<file path="src/hw/rtl/srtl_pkg.sv">
// package: types, constants and codes shared by the sorted array list block
package srtl_pkg;

	localparam int CAPACITY = 64;
	localparam int KEY_W    = 32;
	localparam int IDX_W    = $clog2(CAPACITY);
	localparam int CNT_W    = $clog2(CAPACITY + 1);
	localparam int OP_W     = 3;
	localparam int ST_W     = 2;

	typedef enum logic [OP_W-1:0] {
		OP_INS_SORTED = 3'd0,
		OP_INS_POS    = 3'd1,
		OP_DELETE     = 3'd2,
		OP_SEARCH     = 3'd3,
		OP_CLEAR      = 3'd4
	} op_t;

	typedef enum logic [ST_W-1:0] {
		ST_OK       = 2'd0,
		ST_FULL     = 2'd1,
		ST_BADPOS   = 2'd2,
		ST_NOTFOUND = 2'd3
	} status_t;

	typedef enum logic [1:0] {
		S_IDLE  = 2'd0,
		S_LOAD  = 2'd1,
		S_SCAN  = 2'd2,
		S_WRITE = 2'd3
	} state_t;

	// request payload
	typedef struct packed {
		logic [OP_W-1:0]         operation;
		logic signed [KEY_W-1:0] key;
		logic [CNT_W-1:0]        position;
	} req_t;

	// result payload
	typedef struct packed {
		logic [ST_W-1:0]  status;
		logic [IDX_W-1:0] index;
		logic [CNT_W-1:0] count;
	} rsp_t;

	// broadcast command from the controller to every cell
	typedef struct packed {
		logic                    load_eq;
		logic                    load_le;
		logic                    shift;
		logic                    ins;
		logic                    del;
		logic signed [KEY_W-1:0] key;
		logic [CNT_W-1:0]        pos;
	} cell_cmd_t;

endpackage

</file>
<file path="src/hw/rtl/srtl_ctrl.sv">
// controller: request decode, flag walk over the chain, count and result
module srtl_ctrl import srtl_pkg::*; (
	input  logic      clk,
	input  logic      arst_n,
	input  logic      start,
	input  req_t      req,
	input  logic      head_flag,
	output logic      busy,
	output logic      done,
	output rsp_t      rsp,
	output cell_cmd_t cmd
);

	state_t                  state_q, state_d;
	op_t                     op_q, op_d;
	logic signed [KEY_W-1:0] key_q, key_d;
	logic [CNT_W-1:0]        pos_q, pos_d;
	logic [CNT_W-1:0]        step_q, step_d;
	logic [CNT_W-1:0]        count_q, count_d;
	logic                    done_q, done_d;
	rsp_t                    rsp_q, rsp_d;
	logic                    full;

	assign full = (count_q == CNT_W'(CAPACITY));

	// state register
	always_ff @(posedge clk or negedge arst_n) begin
		if (!arst_n) begin
			state_q <= S_IDLE;
			count_q <= '0;
			done_q  <= 1'b0;
		end else begin
			state_q <= state_d;
			count_q <= count_d;
			done_q  <= done_d;
		end
	end

	// request and walk registers
	always_ff @(posedge clk) begin
		op_q   <= op_d;
		key_q  <= key_d;
		pos_q  <= pos_d;
		step_q <= step_d;
		rsp_q  <= rsp_d;
	end

	// next state, cell commands and result
	always_comb begin
		state_d     = state_q;
		op_d        = op_q;
		key_d       = key_q;
		pos_d       = pos_q;
		step_d      = step_q;
		count_d     = count_q;
		done_d      = 1'b0;
		rsp_d       = rsp_q;
		cmd         = '0;
		cmd.key     = key_q;
		cmd.pos     = pos_q;
		case (state_q)
			S_IDLE: begin
				if (start) begin
					op_d   = op_t'(req.operation);
					key_d  = req.key;
					pos_d  = '0;
					step_d = '0;
					case (req.operation)
						OP_INS_SORTED: begin
							if (full) begin
								done_d = 1'b1;
								rsp_d  = '{status: ST_FULL, index: '0, count: count_q};
							end else begin
								state_d = S_LOAD;
							end
						end
						OP_INS_POS: begin
							if (full) begin
								done_d = 1'b1;
								rsp_d  = '{status: ST_FULL, index: '0, count: count_q};
							end else if (req.position > count_q) begin
								done_d = 1'b1;
								rsp_d  = '{status: ST_BADPOS, index: '0, count: count_q};
							end else begin
								pos_d   = req.position;
								state_d = S_WRITE;
							end
						end
						OP_DELETE, OP_SEARCH: begin
							state_d = S_LOAD;
						end
						OP_CLEAR: begin
							count_d = '0;
							done_d  = 1'b1;
							rsp_d   = '{status: ST_OK, index: '0, count: '0};
						end
						default: begin
							done_d = 1'b1;
							rsp_d  = '{status: ST_OK, index: '0, count: count_q};
						end
					endcase
				end
			end
			S_LOAD: begin
				cmd.load_le = (op_q == OP_INS_SORTED);
				cmd.load_eq = (op_q != OP_INS_SORTED);
				state_d     = S_SCAN;
			end
			S_SCAN: begin
				if (step_q == count_q) begin
					// walked every stored key
					if (op_q == OP_INS_SORTED) begin
						state_d = S_WRITE;
					end else begin
						state_d = S_IDLE;
						done_d  = 1'b1;
						rsp_d   = '{status: ST_NOTFOUND, index: '0, count: count_q};
					end
				end else begin
					cmd.shift = 1'b1;
					step_d    = step_q + 1'b1;
					if (op_q == OP_INS_SORTED) begin
						// remember the slot after the last key not above the new one
						if (head_flag) begin
							pos_d = step_q + 1'b1;
						end
					end else if (head_flag) begin
						pos_d = step_q;
						if (op_q == OP_SEARCH) begin
							state_d = S_IDLE;
							done_d  = 1'b1;
							rsp_d   = '{status: ST_OK, index: step_q[IDX_W-1:0],
								count: count_q};
						end else begin
							state_d = S_WRITE;
						end
					end
				end
			end
			S_WRITE: begin
				if (op_q == OP_DELETE) begin
					cmd.del = 1'b1;
					count_d = count_q - 1'b1;
				end else begin
					cmd.ins = 1'b1;
					count_d = count_q + 1'b1;
				end
				state_d = S_IDLE;
				done_d  = 1'b1;
				rsp_d   = '{status: ST_OK, index: pos_q[IDX_W-1:0], count: count_d};
			end
			default: begin
				state_d = S_IDLE;
			end
		endcase
	end

	assign busy = (state_q != S_IDLE);
	assign done = done_q;
	assign rsp  = rsp_q;

endmodule

</file>
<file path="config.mk">
export PLATFORM = sky130hd
export DESIGN_NAME = srtl_ctrl
export DESIGN_NICKNAME = d
export VERILOG_FILES = /design/src/hw/rtl/srtl_pkg.sv /design/src/hw/rtl/srtl_ctrl.sv
export SDC_FILE = /design/constraint.sdc
export NUM_CORES = 1
export LEC_CHECK = 0
export ABC_AREA = 1
export BUFFER_PORTS_ARGS = -buffer_cell sky130_fd_sc_hd__buf_2
export CAP_MARGIN = 15
export CORE_MARGIN = 1
export CORE_UTILIZATION = 40
export DETAILED_ROUTE_END_ITERATION = 10
export PLACE_DENSITY = 0.79
export SETUP_SLACK_MARGIN = 0.1
export SYNTH_ARGS = -nofsm -noshare
export SYNTH_HDL_FRONTEND = slang
export SYNTH_SLANG_ARGS = --single-unit
</file>
<file path="constraint.sdc">
create_clock -name clk -period 2.25 [get_ports clk]
set_clock_uncertainty 0.1 [all_clocks]
set_input_delay 0.45 -clock clk [delete_from_list [all_inputs] [get_ports clk]]
set_output_delay 0.45 -clock clk [all_outputs]
set_load 0.01 [all_outputs]
</file>
==> results.md <==
- Status: finished, final reports clean
- Worst r2r src: count_q[4]$_DFFE_PN0P_
- Leakage: ~2.2 nW
- RSZ-0062 raised after global routing: yes
- Critical Path AT: 1.61 ns
- Post-Synth Simple-Gate Area: 0.1744
- Worst Hold Class: primary input to flop
- Starting Density: 0.4093
- Synthesized-area fraction occupied by adder cells: 0.05143
- Clock Tree Buf Depth: 2
- Worst Hold Depth: 1
- Post-synthesis mux area share: 0
- Syn_area_per_cell: roughly 11 sq um
- Post-synthesis sequential area ratio: 0.6115
- P&R area growth vs syn: 34.87%
- Actual slew at the worst max-slew pin: 0.5044 ns
- Top Ports: ~110
- R2r worst-path depth: 10
- Number of global-route vias before repair: roughly 2800
- Root Buffer: clkbuf_8
- DRT iter0 DRCs: between 150 and 200
- Fin crit period: 2.165 ns
- Peak supply drop: 0.0005243 V
- Max Fclk: approximately 0.46 GHz
- Detailed Route WL: 9291 microns
- CTS tree: done
- DRC errors left: 0
- Yosys cell types: 37
- Yosys reg bits: 74
- Initial antenna violation count: 0
- Pwr dens: between 1000 and 1500 nW/um^2
- Row Count: 34
- Compound-gate portion of the synthesized area: 0.08806
- Crit Path Max Fanout: 4
- DRT Pass-1 Iters: 4
- Share of cells above drive strength 1: 0.4404
- Clock sink total: 74
- Setup violators final: 0
- Largest family of logic cells by synthesized area: simple AND/OR/NAND/NOR gates
- Largest net degree at the start of global routing: 36
- Setup TNS Final: 0 ns
- Vias per cell: approximately 5
- CTS buffer count: 9
- Worst setup EP type: output port
- Die ar.: 9261 sq um
- Xor and xnor area share after synthesis: 0.02466
- Max_cap viols: 0
- Slew headroom: 0.6638
- Gr ovfl total: 0
- Syn Inst Count: 318
- Clock Latency Late Sink: approximately 0.35 ns
- Fin. max-slew vios: 0
- Die X: 96.24 microns
- Beginning of the worst hold path: req[10]
- Placed wire-length estimate: between 6000 and 7000 microns
- Non-Filler Instances: about 580
- Crit. Startpoint: count_q[2]$_DFFE_PN0P_
- WP data required: around 1.7 ns
- Wirelength per Cell: roughly 16 microns
- Post-DRT Antenna Nets: 0
- Most common cell after layout, fill and taps aside: buf_2
- Period utilization: 0.9621
- Yosys Warn Count: 0
- Most frequent cells in the layout: buf_2, edfxtp_1, nand2_1
- Crit Path Class: flop to output port
- Via Count: 2963
- H-Tree Depth: 3
- Antenna diodes: 0
- Buffers on Ports: 106
- Layout Nets: 525
- GP Congestion: 0.8592
- Total GRT Usage: 0.2053
- Reg clk slew, reported paths: around 0.080 ns
- # placed instances: 551
- Synthesized Nets: about 380
- Synth Cell Area: around 3600 sq um
- First-pass GRT wire length: roughly 14000 microns
- Final Hold Violating Endpoints: 0
- Die height: around 96 microns
- CORE AREA: between 8000 and 9000 sq um
- Startpoint type of the worst setup path: flop
- R2R Setup Slk: 0.17 ns
-- Yosys cell counts, drive strengths merged --
master	instances	area, sq um
dfrtp	10	250.2
fa	1	20.02
buf	3	20.01
nand2	61	246.5
nor3	4	36.29
xor2	6	52.55
nand3b	2	15.01
ha	13	162.7
inv	38	150.1
xnor2	4	35.03
nand4	2	12.51
o22ai	4	25.02
o21ai	29	156.4
a22o	1	8.760
o311ai	1	8.760
clkinv	2	7.510
nand3	21	120.1
o221ai	1	8.760
nor2	33	188.9
a21oi	12	60.06
o21a	1	7.510
a22oi	5	37.54
edfxtp	64	1922
-- layout make-up --
| type | count | area, sq um |
|---|---|---|
| clock buffers | 9 | 123.9 |
| fillers | 748 | 3887 |
| clock inverters | 7 | 52.55 |
| multi-input cells | 201 | 1319 |
| flip-flops and latches | 74 | 2176 |
| repair buffers | 139 | 819.5 |
| inverters | 40 | 165.2 |
| well taps | 108 | 135.1 |
-- flip-flops by register name, indices dropped and copies added (netlist names) --
signal   count
op_q         3
count_q      7
rsp         15
state_q      2
pos_q        7
key_q       32
step_q       7
done         1
-- final timing paths --
path	to
setup / recovery	cmd[41]
hold / removal	key_q[3]$_DFFE_PP_
setup reg to reg	rsp[3]$_DFFE_PP_
hold reg to reg	rsp[12]$_DFFE_PP_
max in group asynchronous	state_q[0]$_DFFE_PN0P_
min in group asynchronous	done$_DFF_PN0_
-- stage by stage --
stage          total power, mW  cell area (sq um)  worst slack [ns]  hold slack (ns)  utilization
6_report                 6.425               4791           0.08530           0.1683       0.5520
5_1_grt                  6.860               4791          -0.01395           0.1492       0.5520
4_1_cts                  6.181               4646           0.06528           0.1503       0.5353
3_5_place_dp             5.078               4385           -0.1504           0.2521       0.5053
3_3_place_gp             4.992               4385          -0.03643           0.2419       0.5053
2_1_floorplan            4.045               3575           0.09420          0.05441            -
-- metal layers --
layer	global-route usage	vias up	routed length [microns]
li1	-	1396	-
met1	0.2466	1386	3821
met2	0.3357	153	4279
met3	0.04976	28	857
met4	0.1169	0	333
met5	0	-	0
-- where the power goes --
part / internal, mW / switching, mW / leakage [nW]
clock network: 0.405 / 0.526 / 0.0799
logic: 1.23 / 1.82 / 1.34
registers: 2.17 / 0.281 / 0.739
total: 3.80 / 2.63 / 2.16
-- what timing repair did --
item	4_1_cts	5_1_grt
setup buffers	4	6
resized for setup	6	24
pin swaps	1	7
hold buffers	1	0
gates cloned	0	0
endpoints found under the setup margin	18	24
endpoints found under the hold margin	10	0
-- kinds of logic (layout without fill, tap and decap cells) --
kind of cell,after synthesis,in the layout
compound gates,54,54
xor+xnor,10,10
buf+inv,43,195
simple gates,123,123
flops,74,74
fa+ha+maj,14,14
-- critical path, stage by stage (launching register included) --
cell and delay [ns]:
dfrtp_1 0.38, buf_4 0.16, xnor2_2 0.17, nand2_2 0.09, nor2_4 0.14, nand2_4 0.09
nand2_4 0.09, inv_4 0.03, buf_6 0.11
Power figures use the tool's default switching activity.
