==> src/hw/rtl/srtl_pkg.sv <==
// package: types, constants and codes shared by the sorted array list block
package srtl_pkg;

	localparam int CAPACITY = 64;
	localparam int KEY_W    = 32;
	localparam int IDX_W    = $clog2(CAPACITY);
	localparam int CNT_W    = $clog2(CAPACITY + 1);
	localparam int OP_W     = 3;
	localparam int ST_W     = 2;

	typedef enum logic [OP_W-1:0] {
		OP_INS_SORTED = 3'd0,
		OP_INS_POS    = 3'd1,
		OP_DELETE     = 3'd2,
		OP_SEARCH     = 3'd3,
		OP_CLEAR      = 3'd4
	} op_t;

	typedef enum logic [ST_W-1:0] {
		ST_OK       = 2'd0,
		ST_FULL     = 2'd1,
		ST_BADPOS   = 2'd2,
		ST_NOTFOUND = 2'd3
	} status_t;

	typedef enum logic [1:0] {
		S_IDLE  = 2'd0,
		S_LOAD  = 2'd1,
		S_SCAN  = 2'd2,
		S_WRITE = 2'd3
	} state_t;

	// request payload
	typedef struct packed {
		logic [OP_W-1:0]         operation;
		logic signed [KEY_W-1:0] key;
		logic [CNT_W-1:0]        position;
	} req_t;

	// result payload
	typedef struct packed {
		logic [ST_W-1:0]  status;
		logic [IDX_W-1:0] index;
		logic [CNT_W-1:0] count;
	} rsp_t;

	// broadcast command from the controller to every cell
	typedef struct packed {
		logic                    load_eq;
		logic                    load_le;
		logic                    shift;
		logic                    ins;
		logic                    del;
		logic signed [KEY_W-1:0] key;
		logic [CNT_W-1:0]        pos;
	} cell_cmd_t;

endpackage

==> src/hw/rtl/srtl_cell.sv <==
// one list cell: holds one key and one compare flag, trades with its neighbors
module srtl_cell import srtl_pkg::*; (
	input  logic                    clk,
	input  logic                    arst_n,
	input  logic [CNT_W-1:0]        cell_idx,
	input  cell_cmd_t               cmd,
	input  logic signed [KEY_W-1:0] left_entry,
	input  logic signed [KEY_W-1:0] right_entry,
	input  logic                    right_flag,
	output logic signed [KEY_W-1:0] entry,
	output logic                    flag
);

	logic signed [KEY_W-1:0] entry_q;
	logic                    flag_q;

	// compare flag: loaded from the key compare, then walks toward cell zero
	always_ff @(posedge clk or negedge arst_n) begin
		if (!arst_n) begin
			flag_q <= 1'b0;
		end else if (cmd.load_eq) begin
			flag_q <= ($signed(entry_q) == $signed(cmd.key));
		end else if (cmd.load_le) begin
			flag_q <= ($signed(entry_q) <= $signed(cmd.key));
		end else if (cmd.shift) begin
			flag_q <= right_flag;
		end
	end

	// stored key: shift up on insert, shift down on delete
	always_ff @(posedge clk) begin
		if (cmd.ins) begin
			if (cell_idx > cmd.pos) begin
				entry_q <= left_entry;
			end else if (cell_idx == cmd.pos) begin
				entry_q <= cmd.key;
			end
		end else if (cmd.del) begin
			if (cell_idx >= cmd.pos) begin
				entry_q <= right_entry;
			end
		end
	end

	assign entry = entry_q;
	assign flag  = flag_q;

endmodule

==> config.mk <==
export PLATFORM = sky130hd
export DESIGN_NAME = srtl_cell
export DESIGN_NICKNAME = d
export VERILOG_FILES = /design/src/hw/rtl/srtl_pkg.sv /design/src/hw/rtl/srtl_cell.sv
export SDC_FILE = /design/constraint.sdc
export NUM_CORES = 1
export LEC_CHECK = 0
export ABC_AREA = 1
export ABC_CLOCK_PERIOD_IN_PS = 1500
export BUFFER_PORTS_ARGS = -buffer_cell sky130_fd_sc_hd__buf_2
export CORE_MARGIN = 10
export CORE_UTILIZATION = 40
export CTS_CLUSTER_SIZE = 30
export DETAILED_ROUTE_END_ITERATION = 10
export PLACE_DENSITY = 0.75
export SLEW_MARGIN = 20
export SYNTH_ARGS = -nofsm -noshare
export SYNTH_HDL_FRONTEND = slang
export SYNTH_SLANG_ARGS = --single-unit
==> constraint.sdc <==
create_clock -name clk -period 1.5 [get_ports clk]
set_input_delay 0.225 -clock clk [delete_from_list [all_inputs] [get_ports clk]]
set_output_delay 0.225 -clock clk [all_outputs]
set_load 0.1 [all_outputs]
==> results of run 1 <==
[power breakdown]
part           total, mW  internal, mW  switching, mW
clock network      0.677         0.327          0.351
registers           1.31          1.20          0.106
logic               3.17          1.13           2.04
[cell usage after synthesis (5+ instances only)]
cell	count
o21ai_1	41
inv_1	52
nand3_1	6
ha_1	39
nand2_1	70
nor2_1	15
o21ai_2	20
o21ai_0	8
a21oi_1	49
buf_2	7
clkbuf_1	5
edfxtp_1	32
[worst max-delay path, stage by stage]
cell and delay, ns:
buf_8 0.08, inv_8 0.03, ha_4 0.25, a21oi_4 0.14
o21ai_2 0.06, nand4_1 0.14, o211ai_4 0.17, o22ai_4 0.16
clkinvlp_4 0.21, buf_12 0.19, buf_12 0.13
[cells by family (layout without fill, tap and decap cells)]
kind of cell | after synthesis | in the layout | share of synthesized area [%]
and+or+nand+nor | 100 | 100 | 14.6
other | 0 | 1 | 0
AOI/OAI and AO/OA | 122 | 122 | 24.3
DFF | 33 | 33 | 34.2
buffers and inverters | 68 | 298 | 9.94
adders and majority gates | 39 | 39 | 16.9
[path summary, 6_finish.rpt]
check / to / slack [ns]
setup / recovery: entry[1] / -0.26
hold / removal: flag / 0.20
setup reg to reg: flag / -0.22
hold reg to reg: flag / 0.49
max in group asynchronous: flag / 1.16
min in group asynchronous: flag / 0.26
[what timing repair did]
item | in CTS | in global routing
cloned | 11 | 0
buffers inserted | 12 | 7
hold buffers | 1 | 0
pin swaps | 38 | 22
gates resized for setup | 78 | 61
setup endpoints to repair | 65 | 67
hold endpoints to repair | 1 | 0
[cell type report]
class / count / area share, %
Clock buffer: 7 / 1.40
Antenna cell: 1 / 0.0457
Multi-Input combinational cell: 261 / 42.1
Clock inverter: 1 / 0.0915
Tap cell: 96 / 2.20
Sequential cell: 33 / 18.0
Inverter: 53 / 4.19
Timing Repair Buffer: 237 / 32.0
[registers in the layout, summed over array words and instances (netlist names)]
name and count:
entry 32, flag 1
[routing by layer]
layer  track usage (%)  vias to the layer above
met1              23.1                     1678
li1                  -                     1711
met3              5.10                       20
met4              6.67                        0
met5                 0                        -
met2              39.4                      153
[stage by stage]
step | TNS, ns | worst slack, ns | util (%)
6_report | -10.55 | -0.257 | 79.2
3_5_place_dp | -27.34 | -0.440 | 64.5
4_1_cts | -7.88 | -0.183 | 75.8
3_3_place_gp | -23.68 | -0.386 | 64.5
5_1_grt | -14.28 | -0.322 | 79.2
2_1_floorplan | -22.44 | -0.644 | -
==> summary.md, run 1 <==
| Metric | Value |
|---|---|
| Fill cell count | `457` |
| Netlist cell types | `23` |
| Post-Syn Nets | `519` |
| Failing checks | `setup timing` |
| Placement Rows | `30` |
| Area contributors post-synth | `edfxtp_1, ha_1, nand2_1, a21oi_1, o21ai_1` |
| First-pass iteration count of the detailed router | `4` |
| Initial Utilization | `41.7%` |
| Metal1 wirelength | `4.92 mm` |
| Clock skew | `0.0103 ns` |
| Sequential cell area | `986 sq um` |
| DR vias | `3562` |
| I/O pins | `151` |
| Pwr Density | `943 mW/mm^2` |
| Layout cells sized above 1 | `62.3%` |
| Req. time, crit path | `1.54 ns` |
| Post-synth ARST share | `3.03%` |
| Most common library cell in the layout ignoring fill and taps | `buf_2` |
| Overall die width | `105 um` |
| CTS buffer count | `5` |
| WHS Path Cells | `4` |
| Unrepaired setup endpoints after global routing | `yes` |
| Fmax | `569 MHz` |
| Hold Path Origin | `cmd[41]` |
| Vias in the first global route | `3735` |
| Crit. Startpoint | `cmd[2]` |
| Sequential area share after synthesis | `34.2%` |
| Multi-input gate area | `0.00230 sq mm` |
| Worst-margin pin slew | `0.506 ns` |
| Final ANT Viol Nets | `0` |
| Clk pin slew, worst setup/hold paths | `0.07 ns` |
| Average size of a mapped cell | `7.96 sq um` |
| Area of the die | `0.0110 sq mm` |
| Worst Setup Start Kind | `input port` |
| Post-route cell area | `0.00547 sq mm` |
| Synthesis-to-layout area growth | `89.8%` |
| Clk_lat worst skew | `0.29 ns` |
| RePlAce Congestion | `0.852` |
| Design Power | `5.16 mW` |
| Tmin final | `1.76 ns` |
| Hold Path Class | `input port to register` |
| Worst Setup Path Type | `input port to register` |
| Post-synth top area share | `33.3%` |
| DP HPWL | `8.61 mm` |
| Final worst setup slack | `-0.257 ns` |
| Drt wl/cell | `18.4 um` |
| H-tree lvl count | `2` |
| Clk root buf | `clkbuf_8` |
| Port Buf Inserts | `150` |
| Main synth FF type | `edfxtp_1` |
| CTS Sinks | `33` |
| Max-capacitance violation count | `0` |
| FF-to-FF path depth | `9` |
| Congestion Overflow GR | `0` |
| Bufs on Longest Clock Path | `2` |
| Final period util | `117%` |
| # nets final | `748` |
| Commonest non-fill, non-tap cells in the layout | `buf_2, buf_4, nand2_1` |
| Largest net degree at the start of global routing | `19` |
| DR WL met3 | `810 um` |
| Status | `complete, but fails checks` |
| Vias per cell | `5.17` |
| Max VDD drop | `506 uV` |
| TritonCTS clock tree | `done` |
| Met2 wire length | `6.69 mm` |
| Final wirelength | `12.7 mm` |
| Worst r2r src | `entry[11]` |
| Final Non-Filler Cells | `689` |
| Synthesized cell area | `0.00288 sq mm` |
| Synth Instances | `362` |
| Ys Warns | `0` |
| Core ar. | `0.00691 sq mm` |
| Die Y | `105 um` |
| Highest routed metal layer | `met4` |
| Antenna violations before repair | `1` |
| DP Area | `0.00445 sq mm` |
| Hold Slack | `0.198 ns` |
| DRC violations left | `0` |
| Hold Vio Cnt, Final | `0` |
| P_leak | `2.55 nW` |
| EDFF count, synth | `32` |
| Placed Instances | `657` |
| GRT Total Usage | `21.3%` |
| Drt initial violations | `177` |
| CP Capture Type | `register` |
| # setup viols final | `65` |
| Register bit total from synthesis | `33` |
| Relative slew margins | `66.5%` |
| WP data arrival | `1.80 ns` |
| CP max FO | `7` |
| Synth area leader | `edfxtp_1` |
| First-pass GRT wire length | `19.0 mm` |
| Final Max Slew Viols | `0` |
No activity file was read; power rests on OpenSTA's default activity.
==> inputs of run 2 (changes only) <==
Settings changed: ABC_AREA 1 to not set, PLACE_DENSITY 0.75 to 0.73.
==> run 2 against run 1 <==
The run still ends with setup timing left. Die area rose by 8.3%. Area after synthesis rose by 10%. Clock skew fell by 0.0055 ns. Worst hold slack improved by 0.044 ns. Largest cell class unchanged. Largest power group unchanged.
==> summary.md, run 2 <==
| Metric | Value |
|---|---|
| Final period util | `152%` |
| Clk root buf | `clkbuf_8` |
| Sequential area share after synthesis | `31.0%` |
| WP data arrival | `2.50 ns` |
| Top cells by count, synth | `inv_1, ha_1, nor2_1` |
| Congestion Overflow GR | `0` |
| RR Endpoint | `flag` |
| Synth Instances | `365` |
| Final worst setup slack | `-0.781 ns` |
| First-pass iteration count of the detailed router | `5` |
| Final Max Slew Viols | `0` |
| First-pass GRT wire length | `19.9 mm` |
| Logic pwr share | `62.8%` |
| TritonCTS clock tree | `done` |
| Worst-margin pin slew | `0.560 ns` |
| Netlist cell types | `38` |
| Worst r2r src | `entry[18]` |
| Clock skew | `0.00479 ns` |
| Fill cell count | `453` |
| Layout cells sized above 1 | `62.4%` |
| Overall die width | `109 um` |
| # setup viols final | `65` |
| Relative slew margins | `61.7%` |
| Hold Vio Cnt, Final | `0` |
| Port Buf Inserts | `150` |
| P_leak | `2.88 nW` |
| Synthesis-to-layout area growth | `95.5%` |
| Worst reg2reg setup slack | `-0.78 ns` |
| Tmin final | `2.28 ns` |
| GRT Total Usage | `20.6%` |
| I/O pins | `151` |
| Antenna violations before repair | `2` |
| Vias per cell | `5.80` |
| Drt initial violations | `262` |
| Final Non-Filler Cells | `710` |
| Post-Syn Nets | `522` |
| CTS buffer count | `5` |
| RePlAce Congestion | `0.861` |
| Area of the die | `0.0119 sq mm` |
| Max VDD drop | `478 uV` |
| Largest net degree at the start of global routing | `43` |
| Drt wl/cell | `21.6 um` |
| DP Area | `0.00505 sq mm` |
| Worst Setup Path Type | `register to register` |
| CP Capture Type | `register` |
| H-tree lvl count | `2` |
| Pwr Density | `847 mW/mm^2` |
| Max-capacitance violation count | `0` |
| Initial Utilization | `41.1%` |
| Synth area leader | `edfxtp_1` |
| EDFF count, synth | `32` |
| Synthesized cell area | `0.00318 sq mm` |
| Crit. Startpoint | `entry[18]` |
| FF-to-FF path depth | `7` |
| Power share of the sequential group | `24.5%` |
| Commonest non-fill, non-tap cells in the layout | `buf_2, buf_4, inv_1` |
| Sequential cell area | `986 sq um` |
| Area contributors post-synth | `edfxtp_1, ha_1, mux2i_1, o22ai_1, inv_1` |
| Main synth FF type | `edfxtp_1` |
| Switching share of power | `47.2%` |
| Vias in the first global route | `4175` |
| DR vias | `4118` |
| Multi-input gate area | `0.00285 sq mm` |
| DP HPWL | `9.83 mm` |
| Average size of a mapped cell | `8.71 sq um` |
| Post-route cell area | `0.00622 sq mm` |
| Max reg flops | `32` |
| Bufs on Longest Clock Path | `2` |
| Placement Rows | `32` |
| CP max FO | `3` |
| # nets final | `763` |
| Fmax | `438 MHz` |
| Req. time, crit path | `1.72 ns` |
| Final ANT Viol Nets | `0` |
| Unrepaired setup endpoints after global routing | `yes` |
| Post-synth ARST share | `3.03%` |
| Worst Setup Start Kind | `register` |
| Most common library cell in the layout ignoring fill and taps | `buf_2` |
| Most common cell in the synthesized netlist | `inv_1` |
| DRC violations left | `0` |
| Post-synth top area share | `30.2%` |
| Core ar. | `0.00773 sq mm` |
| Cell Int Power | `2.78 mW` |
| Placed Instances | `675` |
| Ys Warns | `0` |
| Clock share of power | `12.8%` |
| Hold Path Class | `input port to asynchronous set/reset pin` |
| Clk_lat worst skew | `0.28 ns` |
| Final wirelength | `15.4 mm` |
| Failing checks | `setup timing` |
| Die Y | `109 um` |
| Register bit total from synthesis | `33` |
| Status | `complete, but fails checks` |
| CTS Sinks | `33` |
| Clk pin slew, worst setup/hold paths | `0.07 ns` |
| Sw power | `2.49 mW` |
| Setup crit end | `flag` |
run 2: changes by cell type after synthesis, sizes merged, moves of 21 or more:
cell,previous run,this run
nor2,15,36
o21ai,69,6
a21oi,49,15
o22ai,1,32
nand2,71,11
nand2b,0,22
a221oi,0,21
mux2i,0,21
run 2: area by class of cell:
class,instances,area share (%)
sequential,33,15.9
multi-input combinational,261,45.8
inverter,50,3.50
tap,102,2.05
clock buffer,8,1.29
timing repair buffer,255,31.5
antenna,1,0.0403
run 2: cell families (layout without fill, tap and decap cells):
| logic type | after synthesis | after routing | share of synthesized area, % |
|---|---|---|---|
| AO/OA/AOI/OAI | 103 | 104 | 23.0 |
| AND/OR/NAND/NOR | 97 | 97 | 15.5 |
| buffers and inverters | 72 | 313 | 8.50 |
| adder cells (fa/ha/maj) | 39 | 39 | 15.3 |
| flip-flops | 33 | 33 | 31.0 |
| multiplexers | 21 | 21 | 6.61 |
| other | 0 | 1 | 0 |
run 2: through the flow:
| stage | hold WS [ns] | total power, mW | setup slack (ns) | setup TNS (ns) | util (%) |
|---|---|---|---|---|---|
| finish | 0.242 | 5.26 | -0.781 | -18.29 | 80.4 |
| detailed placement | 0.00645 | 4.03 | -0.825 | -40.64 | 65.4 |
| CTS | 0.235 | 4.91 | -0.766 | -17.44 | 71.6 |
| floorplan | -0.0706 | 3.14 | -1.29 | -36.09 | - |
| global placement | 0.00603 | 3.95 | -0.754 | -38.49 | 65.4 |
| global route | 0.250 | 5.47 | -0.858 | -21.64 | 80.4 |
run 2: critical path, stage by stage (launching register included):
cell,delay [ns]
edfxtp_1,0.41
ha_1,0.32
nand4_1,0.13
or4_1,0.53
or4_4,0.45
nand3b_1,0.10
o22a_1,0.12
and3_1,0.15
run 2: routing by layer:
metal	share of wire, %	vias up	global-route usage, %
li1	-	1868	-
met1	36	1988	23.1
met2	52	214	37.6
met3	8.7	48	5.13
met4	3.6	0	6.31
met5	0	-	0
run 2: repair_timing:
action / 4_1_cts / 5_1_grt
pin swaps: 30 / 43
gates cloned: 5 / 8
hold buffers: 1 / 0
setup buffers: 16 / 3
endpoints found under the hold margin: 1 / 0
setup endpoints to repair: 65 / 66
gates resized for setup: 42 / 89
run 2: how the worst min path moves through the flow:
stage / from / endpoint / slack [ns] / cells after the start
detailed placement: arst_n / flag / 0.006 / 1
floorplan: arst_n / flag / -0.07 / 0
finish: arst_n / flag / 0.24 / 2
global route: arst_n / flag / 0.25 / 2
CTS: arst_n / flag / 0.24 / 2
global placement: arst_n / flag / 0.006 / 1
run 2: power by group through the flow:
stage | logic, mW | registers [mW] | clock network (mW)
global route | 3.46 | 1.30 | 0.708
CTS | 2.96 | 1.28 | 0.669
floorplan | 0.866 | 2.27 | 0
global placement | 2.67 | 1.29 | 0
finish | 3.30 | 1.29 | 0.672
detailed placement | 2.73 | 1.30 | 0
